File: src/hdl/rrf_pkg.sv
// ----------------------------------------------------------------------------
// rrf_pkg
// Shared types and constants for the run-length to rectangle fill core.
// ----------------------------------------------------------------------------
package rrf_pkg;

  // Field widths
  localparam int unsigned XW     = 10;  // column
  localparam int unsigned YW     = 11;  // row
  localparam int unsigned COLW   = 16;  // RGB565 color
  localparam int unsigned RUNW   = 16;  // run length
  localparam int unsigned WIDW   = 11;  // line width register
  localparam int unsigned ORGW   = 10;  // row origin register
  localparam int unsigned CFG_AW = 1;   // config register index
  localparam int unsigned CFG_DW = 11;  // config write data

  // Register defaults and limits
  localparam logic [WIDW-1:0] DEFAULT_WIDTH = WIDW'(480);
  localparam logic [WIDW-1:0] MAX_WIDTH     = WIDW'(1024);
  localparam logic [YW-1:0]   MAX_ROW       = YW'(2047);

  // Config register indexes
  localparam logic [CFG_AW-1:0] CFG_LINE_WIDTH = 1'b0;
  localparam logic [CFG_AW-1:0] CFG_ROW_ORIGIN = 1'b1;

  // Rectangle slot within one run
  localparam logic [1:0] RECT_FIRST  = 2'd0;
  localparam logic [1:0] RECT_SECOND = 2'd1;
  localparam logic [1:0] RECT_THIRD  = 2'd2;

  // Sequencer states
  typedef enum logic [1:0] {
    ST_IDLE,
    ST_DIV,
    ST_EMIT
  } rrf_state_e;

  // Divider control toward the divider
  typedef struct packed {
    logic            start;
    logic [WIDW-1:0] divisor;
  } rrf_div_ctl_t;

endpackage

File: src/hdl/rrf_div.sv
// ----------------------------------------------------------------------------
// rrf_div
// Radix-2 restoring divider: one quotient bit per cycle, shared compare and
// subtract. Divisor is at most 1024, so the remainder fits one column field.
// ----------------------------------------------------------------------------
module rrf_div #(
  parameter int unsigned COUNT_BITS = 22
) (
  input  logic                      clk_i,
  input  logic                      rst_ni,
  input  rrf_pkg::rrf_div_ctl_t     ctl_i,
  input  logic [COUNT_BITS-1:0]     dividend_i,
  output logic                      done_o,
  output logic [COUNT_BITS-1:0]     quotient_o,
  output logic [rrf_pkg::XW-1:0]    remainder_o
);

  localparam int unsigned CNTW = $clog2(COUNT_BITS + 1);

  logic [CNTW-1:0]             cnt_q, cnt_d;
  logic                        done_q, done_d;
  logic [COUNT_BITS-1:0]       quo_q, quo_d;
  logic [rrf_pkg::XW-1:0]      rem_q, rem_d;
  logic [rrf_pkg::WIDW-1:0]    div_q, div_d;
  logic [rrf_pkg::WIDW-1:0]    trial;
  logic                        fits;
  logic [rrf_pkg::WIDW-1:0]    diff;

  // Shared compare / subtract step
  assign trial = {rem_q, quo_q[COUNT_BITS-1]};
  assign fits  = (trial >= div_q);
  assign diff  = trial - div_q;

  // Step sequencing
  always_comb begin
    cnt_d  = cnt_q;
    done_d = 1'b0;
    quo_d  = quo_q;
    rem_d  = rem_q;
    div_d  = div_q;
    if (ctl_i.start) begin
      cnt_d = CNTW'(COUNT_BITS);
      quo_d = dividend_i;
      rem_d = '0;
      div_d = ctl_i.divisor;
    end else if (cnt_q != '0) begin
      cnt_d  = cnt_q - CNTW'(1);
      done_d = (cnt_q == CNTW'(1));
      quo_d  = {quo_q[COUNT_BITS-2:0], fits};
      rem_d  = fits ? diff[rrf_pkg::XW-1:0] : trial[rrf_pkg::XW-1:0];
    end
  end

  always_ff @(posedge clk_i or negedge rst_ni) begin
    if (!rst_ni) begin
      cnt_q  <= '0;
      done_q <= 1'b0;
    end else begin
      cnt_q  <= cnt_d;
      done_q <= done_d;
    end
  end

  always_ff @(posedge clk_i) begin
    quo_q <= quo_d;
    rem_q <= rem_d;
    div_q <= div_d;
  end

  assign done_o      = done_q;
  assign quotient_o  = quo_q;
  assign remainder_o = rem_q;

endmodule

File: src/hdl/rle_run_to_rect_fill_core.sv
// ----------------------------------------------------------------------------
// rle_run_to_rect_fill_core
// Each run record (color, pixel count) advances a running pixel total; the
// end point is column = total mod line_width, row = total div line_width +
// row_origin (saturated at 2047), and one to three inclusive fill rectangles
// from the previous end point are produced. A run first passes through the
// shared radix-2 divider stage, then the rectangles are emitted one per cycle
// while the output side takes them. The input stalls for the whole run;
// the last rectangle may still wait in the output register while the next
// run is taken.
// ----------------------------------------------------------------------------
module rle_run_to_rect_fill_core #(
  parameter int unsigned COUNT_BITS = 22
) (
  input  logic                          clk_i,
  input  logic                          rst_ni,
  // configuration
  input  logic                          cfg_we_i,
  input  logic [rrf_pkg::CFG_AW-1:0]    cfg_idx_i,
  input  logic [rrf_pkg::CFG_DW-1:0]    cfg_wdata_i,
  // run input
  input  logic                          in_valid_i,
  output logic                          in_stall_o,
  input  logic                          first_run_i,
  input  logic [rrf_pkg::COLW-1:0]      color_i,
  input  logic [rrf_pkg::RUNW-1:0]      run_length_i,
  // rectangle output
  output logic                          out_valid_o,
  input  logic                          out_stall_i,
  output logic [rrf_pkg::XW-1:0]        x_start_o,
  output logic [rrf_pkg::YW-1:0]        y_start_o,
  output logic [rrf_pkg::XW-1:0]        x_end_o,
  output logic [rrf_pkg::YW-1:0]        y_end_o,
  output logic [rrf_pkg::COLW-1:0]      fill_color_o,
  output logic                          last_rect_o
);

  // Config registers
  logic [rrf_pkg::WIDW-1:0] line_width_q;
  logic [rrf_pkg::ORGW-1:0] row_origin_q;

  always_ff @(posedge clk_i or negedge rst_ni) begin
    if (!rst_ni) begin
      line_width_q <= rrf_pkg::DEFAULT_WIDTH;
      row_origin_q <= '0;
    end else if (cfg_we_i) begin
      case (cfg_idx_i)
        rrf_pkg::CFG_LINE_WIDTH: line_width_q <= cfg_wdata_i[rrf_pkg::WIDW-1:0];
        rrf_pkg::CFG_ROW_ORIGIN: row_origin_q <= cfg_wdata_i[rrf_pkg::ORGW-1:0];
        default: ;
      endcase
    end
  end

  // State
  rrf_pkg::rrf_state_e state_q, state_d;
  logic [COUNT_BITS-1:0]    total_q, total_d;
  logic [rrf_pkg::XW-1:0]   prev_col_q, prev_col_d;
  logic [rrf_pkg::YW-1:0]   prev_row_q, prev_row_d;
  logic [rrf_pkg::COLW-1:0] color_q, color_d;
  logic [rrf_pkg::WIDW-1:0] w_q, w_d;
  logic [rrf_pkg::XW-1:0]   col_q, col_d;
  logic [rrf_pkg::YW-1:0]   row_q, row_d;
  logic [1:0]               rect_idx_q, rect_idx_d;

  logic                     in_accept;
  logic                     load;
  logic                     rect_last;
  logic [COUNT_BITS-1:0]    total_base;
  logic [rrf_pkg::WIDW-1:0] w_eff;

  // Divider interface
  rrf_pkg::rrf_div_ctl_t    div_ctl;
  logic                     div_done;
  logic [COUNT_BITS-1:0]    div_quo;
  logic [rrf_pkg::XW-1:0]   div_rem;

  // Row from quotient: add origin, saturate
  logic                     quo_hi;
  logic [rrf_pkg::YW:0]     row_sum;
  logic [rrf_pkg::YW-1:0]   row_sat;

  // Rectangle selection
  logic [rrf_pkg::YW:0]     pr_inc;
  logic [rrf_pkg::YW:0]     row_ext;
  logic                     row_gt;
  logic                     row_eq;
  logic [rrf_pkg::WIDW-1:0] w_m1;
  logic [rrf_pkg::YW-1:0]   row_m1;
  logic [rrf_pkg::XW-1:0]   rx_s, rx_e;
  logic [rrf_pkg::YW-1:0]   ry_s, ry_e;

  // Output register
  logic                     out_valid_q, out_valid_d;
  logic [rrf_pkg::XW-1:0]   x_start_q, x_end_q;
  logic [rrf_pkg::YW-1:0]   y_start_q, y_end_q;
  logic [rrf_pkg::COLW-1:0] fill_color_q;
  logic                     last_rect_q;

  assign in_stall_o = (state_q != rrf_pkg::ST_IDLE);
  assign in_accept  = in_valid_i && !in_stall_o;

  // Effective width: zero acts as one, above 1024 clamps
  always_comb begin
    if (line_width_q == '0) begin
      w_eff = rrf_pkg::WIDW'(1);
    end else if (line_width_q > rrf_pkg::MAX_WIDTH) begin
      w_eff = rrf_pkg::MAX_WIDTH;
    end else begin
      w_eff = line_width_q;
    end
  end

  // Running total, wraps at COUNT_BITS
  assign total_base = first_run_i ? '0 : total_q;

  assign div_ctl.start   = in_accept;
  assign div_ctl.divisor = w_eff;

  rrf_div #(
    .COUNT_BITS (COUNT_BITS)
  ) u_div (
    .clk_i       (clk_i),
    .rst_ni      (rst_ni),
    .ctl_i       (div_ctl),
    .dividend_i  (total_d),
    .done_o      (div_done),
    .quotient_o  (div_quo),
    .remainder_o (div_rem)
  );

  assign quo_hi  = |div_quo[COUNT_BITS-1:rrf_pkg::YW];
  assign row_sum = {1'b0, div_quo[rrf_pkg::YW-1:0]} + (rrf_pkg::YW+1)'(row_origin_q);
  assign row_sat = (quo_hi || row_sum[rrf_pkg::YW]) ? rrf_pkg::MAX_ROW
                                                      : row_sum[rrf_pkg::YW-1:0];

  // Rectangle fields for the current slot
  assign pr_inc  = {1'b0, prev_row_q} + (rrf_pkg::YW+1)'(1);
  assign row_ext = {1'b0, row_q};
  assign row_gt  = (row_ext > pr_inc);
  assign row_eq  = (row_ext == pr_inc);
  assign w_m1    = w_q - rrf_pkg::WIDW'(1);
  assign row_m1  = row_q - rrf_pkg::YW'(1);

  always_comb begin
    rx_s      = prev_col_q;
    ry_s      = prev_row_q;
    rx_e      = col_q;
    ry_e      = row_q;
    rect_last = 1'b1;
    case (rect_idx_q)
      rrf_pkg::RECT_FIRST: begin
        if (row_gt) begin
          rx_e      = w_m1[rrf_pkg::XW-1:0];
          ry_e      = prev_row_q;
          rect_last = 1'b0;
        end else if (row_eq) begin
          rx_e      = w_m1[rrf_pkg::XW-1:0];
          ry_e      = row_m1;
          rect_last = 1'b0;
        end
      end
      rrf_pkg::RECT_SECOND: begin
        rx_s = '0;
        if (row_gt) begin
          ry_s      = pr_inc[rrf_pkg::YW-1:0];
          rx_e      = w_m1[rrf_pkg::XW-1:0];
          ry_e      = row_m1;
          rect_last = 1'b0;
        end else begin
          ry_s = row_q;
        end
      end
      rrf_pkg::RECT_THIRD: begin
        rx_s = '0;
        ry_s = row_q;
      end
      default: ;
    endcase
  end

  assign load = (state_q == rrf_pkg::ST_EMIT) && (!out_valid_q || !out_stall_i);

  // Next state
  always_comb begin
    state_d = state_q;
    case (state_q)
      rrf_pkg::ST_IDLE: if (in_accept) state_d = rrf_pkg::ST_DIV;
      rrf_pkg::ST_DIV:  if (div_done)  state_d = rrf_pkg::ST_EMIT;
      rrf_pkg::ST_EMIT: if (load && rect_last) state_d = rrf_pkg::ST_IDLE;
      default:          state_d = rrf_pkg::ST_IDLE;
    endcase
  end

  // Datapath updates
  always_comb begin
    total_d     = total_q;
    prev_col_d  = prev_col_q;
    prev_row_d  = prev_row_q;
    color_d     = color_q;
    w_d         = w_q;
    col_d       = col_q;
    row_d       = row_q;
    rect_idx_d  = rect_idx_q;
    out_valid_d = out_valid_q && out_stall_i;
    case (state_q)
      rrf_pkg::ST_IDLE: begin
        if (in_accept) begin
          total_d = total_base + COUNT_BITS'(run_length_i);
          color_d = color_i;
          w_d     = w_eff;
          if (first_run_i) begin
            prev_col_d = '0;
            prev_row_d = '0;
          end
        end
      end
      rrf_pkg::ST_DIV: begin
        if (div_done) begin
          col_d      = div_rem;
          row_d      = row_sat;
          rect_idx_d = rrf_pkg::RECT_FIRST;
        end
      end
      rrf_pkg::ST_EMIT: begin
        if (load) begin
          out_valid_d = 1'b1;
          rect_idx_d  = rect_idx_q + 2'd1;
          if (rect_last) begin
            prev_col_d = col_q;
            prev_row_d = row_q;
          end
        end
      end
      default: ;
    endcase
  end

  always_ff @(posedge clk_i or negedge rst_ni) begin
    if (!rst_ni) begin
      state_q     <= rrf_pkg::ST_IDLE;
      total_q     <= '0;
      prev_col_q  <= '0;
      prev_row_q  <= '0;
      rect_idx_q  <= rrf_pkg::RECT_FIRST;
      out_valid_q <= 1'b0;
    end else begin
      state_q     <= state_d;
      total_q     <= total_d;
      prev_col_q  <= prev_col_d;
      prev_row_q  <= prev_row_d;
      rect_idx_q  <= rect_idx_d;
      out_valid_q <= out_valid_d;
    end
  end

  always_ff @(posedge clk_i) begin
    color_q <= color_d;
    w_q     <= w_d;
    col_q   <= col_d;
    row_q   <= row_d;
    if (load) begin
      x_start_q    <= rx_s;
      y_start_q    <= ry_s;
      x_end_q      <= rx_e;
      y_end_q      <= ry_e;
      fill_color_q <= color_q;
      last_rect_q  <= rect_last;
    end
  end

  assign out_valid_o  = out_valid_q;
  assign x_start_o    = x_start_q;
  assign y_start_o    = y_start_q;
  assign x_end_o      = x_end_q;
  assign y_end_o      = y_end_q;
  assign fill_color_o = fill_color_q;
  assign last_rect_o  = last_rect_q;

  // Checks
  a_done_in_div: assert property (@(posedge clk_i) disable iff (!rst_ni)
    div_done |-> (state_q == rrf_pkg::ST_DIV))
    else $error("divider finished outside the divide state");

  a_accept_starts_div: assert property (@(posedge clk_i) disable iff (!rst_ni)
    in_accept |=> (state_q == rrf_pkg::ST_DIV))
    else $error("accepted run did not enter the divide state");

  a_third_needs_gap: assert property (@(posedge clk_i) disable iff (!rst_ni)
    (state_q == rrf_pkg::ST_EMIT && rect_idx_q == rrf_pkg::RECT_THIRD) |-> row_gt)
    else $error("third rectangle without whole middle rows");

  a_prev_follows_last: assert property (@(posedge clk_i) disable iff (!rst_ni)
    (load && rect_last) |=> (prev_row_q == $past(row_q) && prev_col_q == $past(col_q)))
    else $error("previous point not updated after final rectangle");

endmodule

File: config.mk
export PLATFORM = sky130hd
export DESIGN_NAME = rle_run_to_rect_fill_core
export DESIGN_NICKNAME = d
export VERILOG_FILES = /design/src/hdl/rrf_pkg.sv /design/src/hdl/rrf_div.sv /design/src/hdl/rle_run_to_rect_fill_core.sv
export SDC_FILE = /design/constraint.sdc
export NUM_CORES = 1
export LEC_CHECK = 0
export BUFFER_PORTS_ARGS = -buffer_cell sky130_fd_sc_hd__buf_2
export CORE_ASPECT_RATIO = 0.7
export CORE_MARGIN = 1.5
export CORE_UTILIZATION = 30
export DETAILED_ROUTE_END_ITERATION = 10
export SYNTH_ARGS = -nofsm -noshare
export SYNTH_HDL_FRONTEND = slang
export SYNTH_SLANG_ARGS = --single-unit
export TNS_END_PERCENT = 5
File: constraint.sdc
create_clock -name clk_i -period 3 [get_ports clk_i]
set_input_delay 0 -clock clk_i [delete_from_list [all_inputs] [get_ports clk_i]]
set_output_delay 0 -clock clk_i [all_outputs]
set_load 0.1 [all_outputs]
==> flow_metrics.py <==
metrics = {
    "run_status": {
        "status": "complete, but fails checks",
        "violations": "negative setup slack",
    },
    "logic_synthesis": {
        "yosysMostFrequentCell": "edfxtp_1",
        "synth_warnings": 0,
        "avgSynthCellArea_sq_um": 10.66,
        "async_flop_share": 0.3505,
        "syn_area_sq_mm": 0.01190,
        "yosys-top-cells-area": "edfxtp_1, dfrtp_1, ha_1",
        "synth_fp_nets": 1227,
        "ys_ff_latch": 214,
        "synth-edff-count": 129,
        "synth_flop_cell": "edfxtp_1",
        "yosys.area.top_type": "edfxtp_1",
        "synth_top_area_share": 0.3254,
        "syn-instance-count": 1117,
        "synth_commonest_cells": "edfxtp_1, nand2_1, dfrtp_1",
        "ys_types": 83,
        "yosysSeqAreaShare": 0.5004,
    },
    "setup_path": {
        "path_max_fanout": 5,
        "arrival_ns": 3.38,
        "worst_r2r_startpoint": "prev_row_q[1]",
        "worst_r2r_path_depth": 14,
        "rrSetupSlack_ns": -0.15,
        "startpoint_type": "flip-flop",
        "required_ns": 3.23,
        "r2r_end": "y_end_o[10]",
        "critPathKind": "reg2reg",
        "end_kind": "flip-flop",
    },
    "route": {
        "avgRoutedWirePerCell_microns": 17.28,
        "drt_first_pass_iters": 5,
        "ant_nets": 0,
        "drt-initial-drc-count": 763,
        "drc": 0,
        "vias_per_cell": 5.021,
        "vias": 9485,
        "totalWireLength_microns": 32640,
    },
    "die": {
        "core_sq_mm": 0.03874,
        "start_util": 0.3073,
        "die_h_microns": 169.7,
        "die_area_sq_mm": 0.04090,
        "die_x_microns": 241.1,
        "io_pins": 111,
        "row_count": 60,
    },
    "cts": {
        "cts.htree.levels": 1,
        "cts_root_buf": "clkbuf_16",
        "cts_sinks": 214,
        "clkLatencyLatePin_ns": 0.54,
        "cts.clk_slew.worst_paths_ns": 0.06,
        "cts_tree": "done",
        "numCtsBuffers": 23,
        "clk_path_buf_depth": 3,
    },
    "timing": {
        "rsz0062_at_grt": "true",
        "setup_ws_ns": -0.1489,
        "relSlewSlack": 0.3042,
        "fin_setup_tns_ns": -2.093,
        "final_hold_viol_count": 0,
        "finClkSkew_ns": 0.01141,
        "setup_violations": 29,
        "layout_min_cycle_time_ns": 3.149,
        "drv_slew": 0,
        "worstMarginPinSlew_ns": 1.041,
        "fmax_ghz": 0.3176,
        "fin_crit_sh": 1.050,
    },
    "power_and_ir_drop": {
        "pwr-share-seq": 0.330,
        "power_switching_mw": 5.207,
        "internal-power_mw": 8.695,
        "swShare": 0.3746,
        "leakage_nw": 6.322,
        "ir_drop_uv": 445.5,
        "p_comb_frac": 0.450,
        "p_per_area_mw_per_mm2": 907.1,
        "pwr-share-clk": 0.220,
    },
    "final_layout": {
        "fill_cells": 3796,
        "drive_gt1_frac": 0.2658,
        "antenna_cells": 0,
        "layout.nets": 1455,
        "syn2layout_area_growth_pct": 28.76,
        "utilization": 0.3956,
    },
    "grt": {
        "antenna_found_initial": 0,
        "track_usage": 0.1608,
        "grt_overflow": 0,
        "grt_max_degree": 62,
        "grt_pass1_vias": 9396,
        "grt_pass1_wl_microns": 51470,
    },
    "min_path": {
        "min_from": "run_length_i[5]",
        "worstHoldPathCells": 5,
        "hold_end": "total_q[5]",
        "hold_class": "in2reg",
    },
    "job": {
        "cap_violations": 0,
    },
    "placed_design": {
        "routabilityCongestion": 0.9129,
        "dp_hpwl_microns": 23770,
        "port_buffers": 110,
    },
}
==> registers in the layout, summed over array words and instances, names as in the netlist, 11 cells and up <==
name	count
fill_color_o	16
total_q	22
row_q	11
line_width_q	11
y_end_o	11
prev_row_q	11
u_div.quotient_o	22
y_start_o	11
color_q	16
==> routing by layer <==
layer	wire, microns	vias up	GRT usage
met4	786	0	0.04158
met2	14710	233	0.2525
met3	1599	50	0.02977
li1	-	4588	-
met1	15540	4614	0.2271
met5	0	-	0
==> worst max-delay path by stage <==
stage / endpoint / startpoint / slack, ns
after CTS: y_end_o[10] / prev_row_q[3] / -0.13
after global placement: y_start_o[5] / prev_row_q[4] / -0.22
final: y_end_o[10] / prev_row_q[1] / -0.15
after floorplan: x_end_o[8] / prev_row_q[2] / -0.03
after detailed placement: y_start_o[10] / prev_row_q[4] / -0.28
after global routing: y_end_o[10] / prev_row_q[0] / -0.26
==> power by group through the flow <==
stage | sequential, mW | clock [mW] | combinational [mW]
after floorplan | 4.56 | 0 | 4.02
after global placement | 4.61 | 0 | 5.68
after detailed placement | 4.64 | 0 | 5.78
after CTS | 4.59 | 3.14 | 6.06
after global routing | 4.68 | 3.24 | 6.92
final | 4.59 | 3.05 | 6.25
==> cells by family after synthesis <==
group / share of synthesized area
compound gates: 0.1543
fa+ha+maj: 0.06496
simple gates: 0.1459
mux: 0.05782
buf+inv: 0.03984
xor+xnor: 0.03679
flops: 0.5004
==> worst max-delay path, stage by stage (launching register included) <==
cell	delay [ns]
dfrtp_2	0.41
nand3_4	0.10
nor3_4	0.27
and3_4	0.24
xor2_2	0.17
inv_2	0.06
ha_4	0.28
nand3_4	0.07
nor3_4	0.26
buf_6	0.16
nor2_2	0.05
buf_6	0.14
o211a_1	0.22
mux2_2	0.22
o211ai_1	0.17
==> cells in the final DEF, fill, tap and decap left out, types with 35 or more instances in the layout <==
| master | count |
|---|---|
| ha_1 | 48 |
| nand2_1 | 116 |
| xnor2_1 | 36 |
| a21oi_1 | 46 |
| edfxtp_1 | 129 |
| mux2i_1 | 35 |
| nor2_1 | 39 |
| dlygate4sd3_1 | 35 |
| dfrtp_1 | 69 |
| buf_4 | 94 |
| nor2b_1 | 48 |
| buf_2 | 109 |
| o21ai_0 | 50 |
| inv_1 | 66 |
==> stage by stage <==
| step | setup slack [ns] | cells | hold WS [ns] | instance area (sq um) | power (mW) |
|---|---|---|---|---|---|
| final | -0.1489 | 1889 | 0.02395 | 15330 | 13.90 |
| after global routing | -0.2560 | 1889 | 0.04469 | 15330 | 14.85 |
| after CTS | -0.1296 | 1886 | 0.005744 | 15160 | 13.79 |
| after detailed placement | -0.2812 | 1801 | 0.1487 | 13770 | 10.42 |
| after global placement | -0.2204 | 1801 | 0.1408 | 13770 | 10.29 |
| after floorplan | -0.03151 | 1117 | -0.2956 | 12010 | 8.588 |
==> cell type report <==
class                           instances  area (sq um)  area share
Timing Repair Buffer                  251          1783      0.1163
Inverter                               70         262.8     0.01714
Clock inverter                         14         175.2     0.01143
Clock buffer                           28         635.6     0.04147
Sequential cell                       214          5958      0.3888
Tap cell                              527         659.4     0.04302
Multi-Input combinational cell        785          5852      0.3818
==> repair_timing <==
| item | in CTS | in global routing |
|---|---|---|
| gates resized for setup | 35 | 31 |
| hold buffers | 35 | 0 |
| pin swaps | 19 | 17 |
| buffers inserted | 8 | 3 |
| endpoints found under the setup margin | 54 | 57 |
| hold endpoints to repair | 101 | 0 |
No activity file was read; power rests on OpenSTA's default activity.
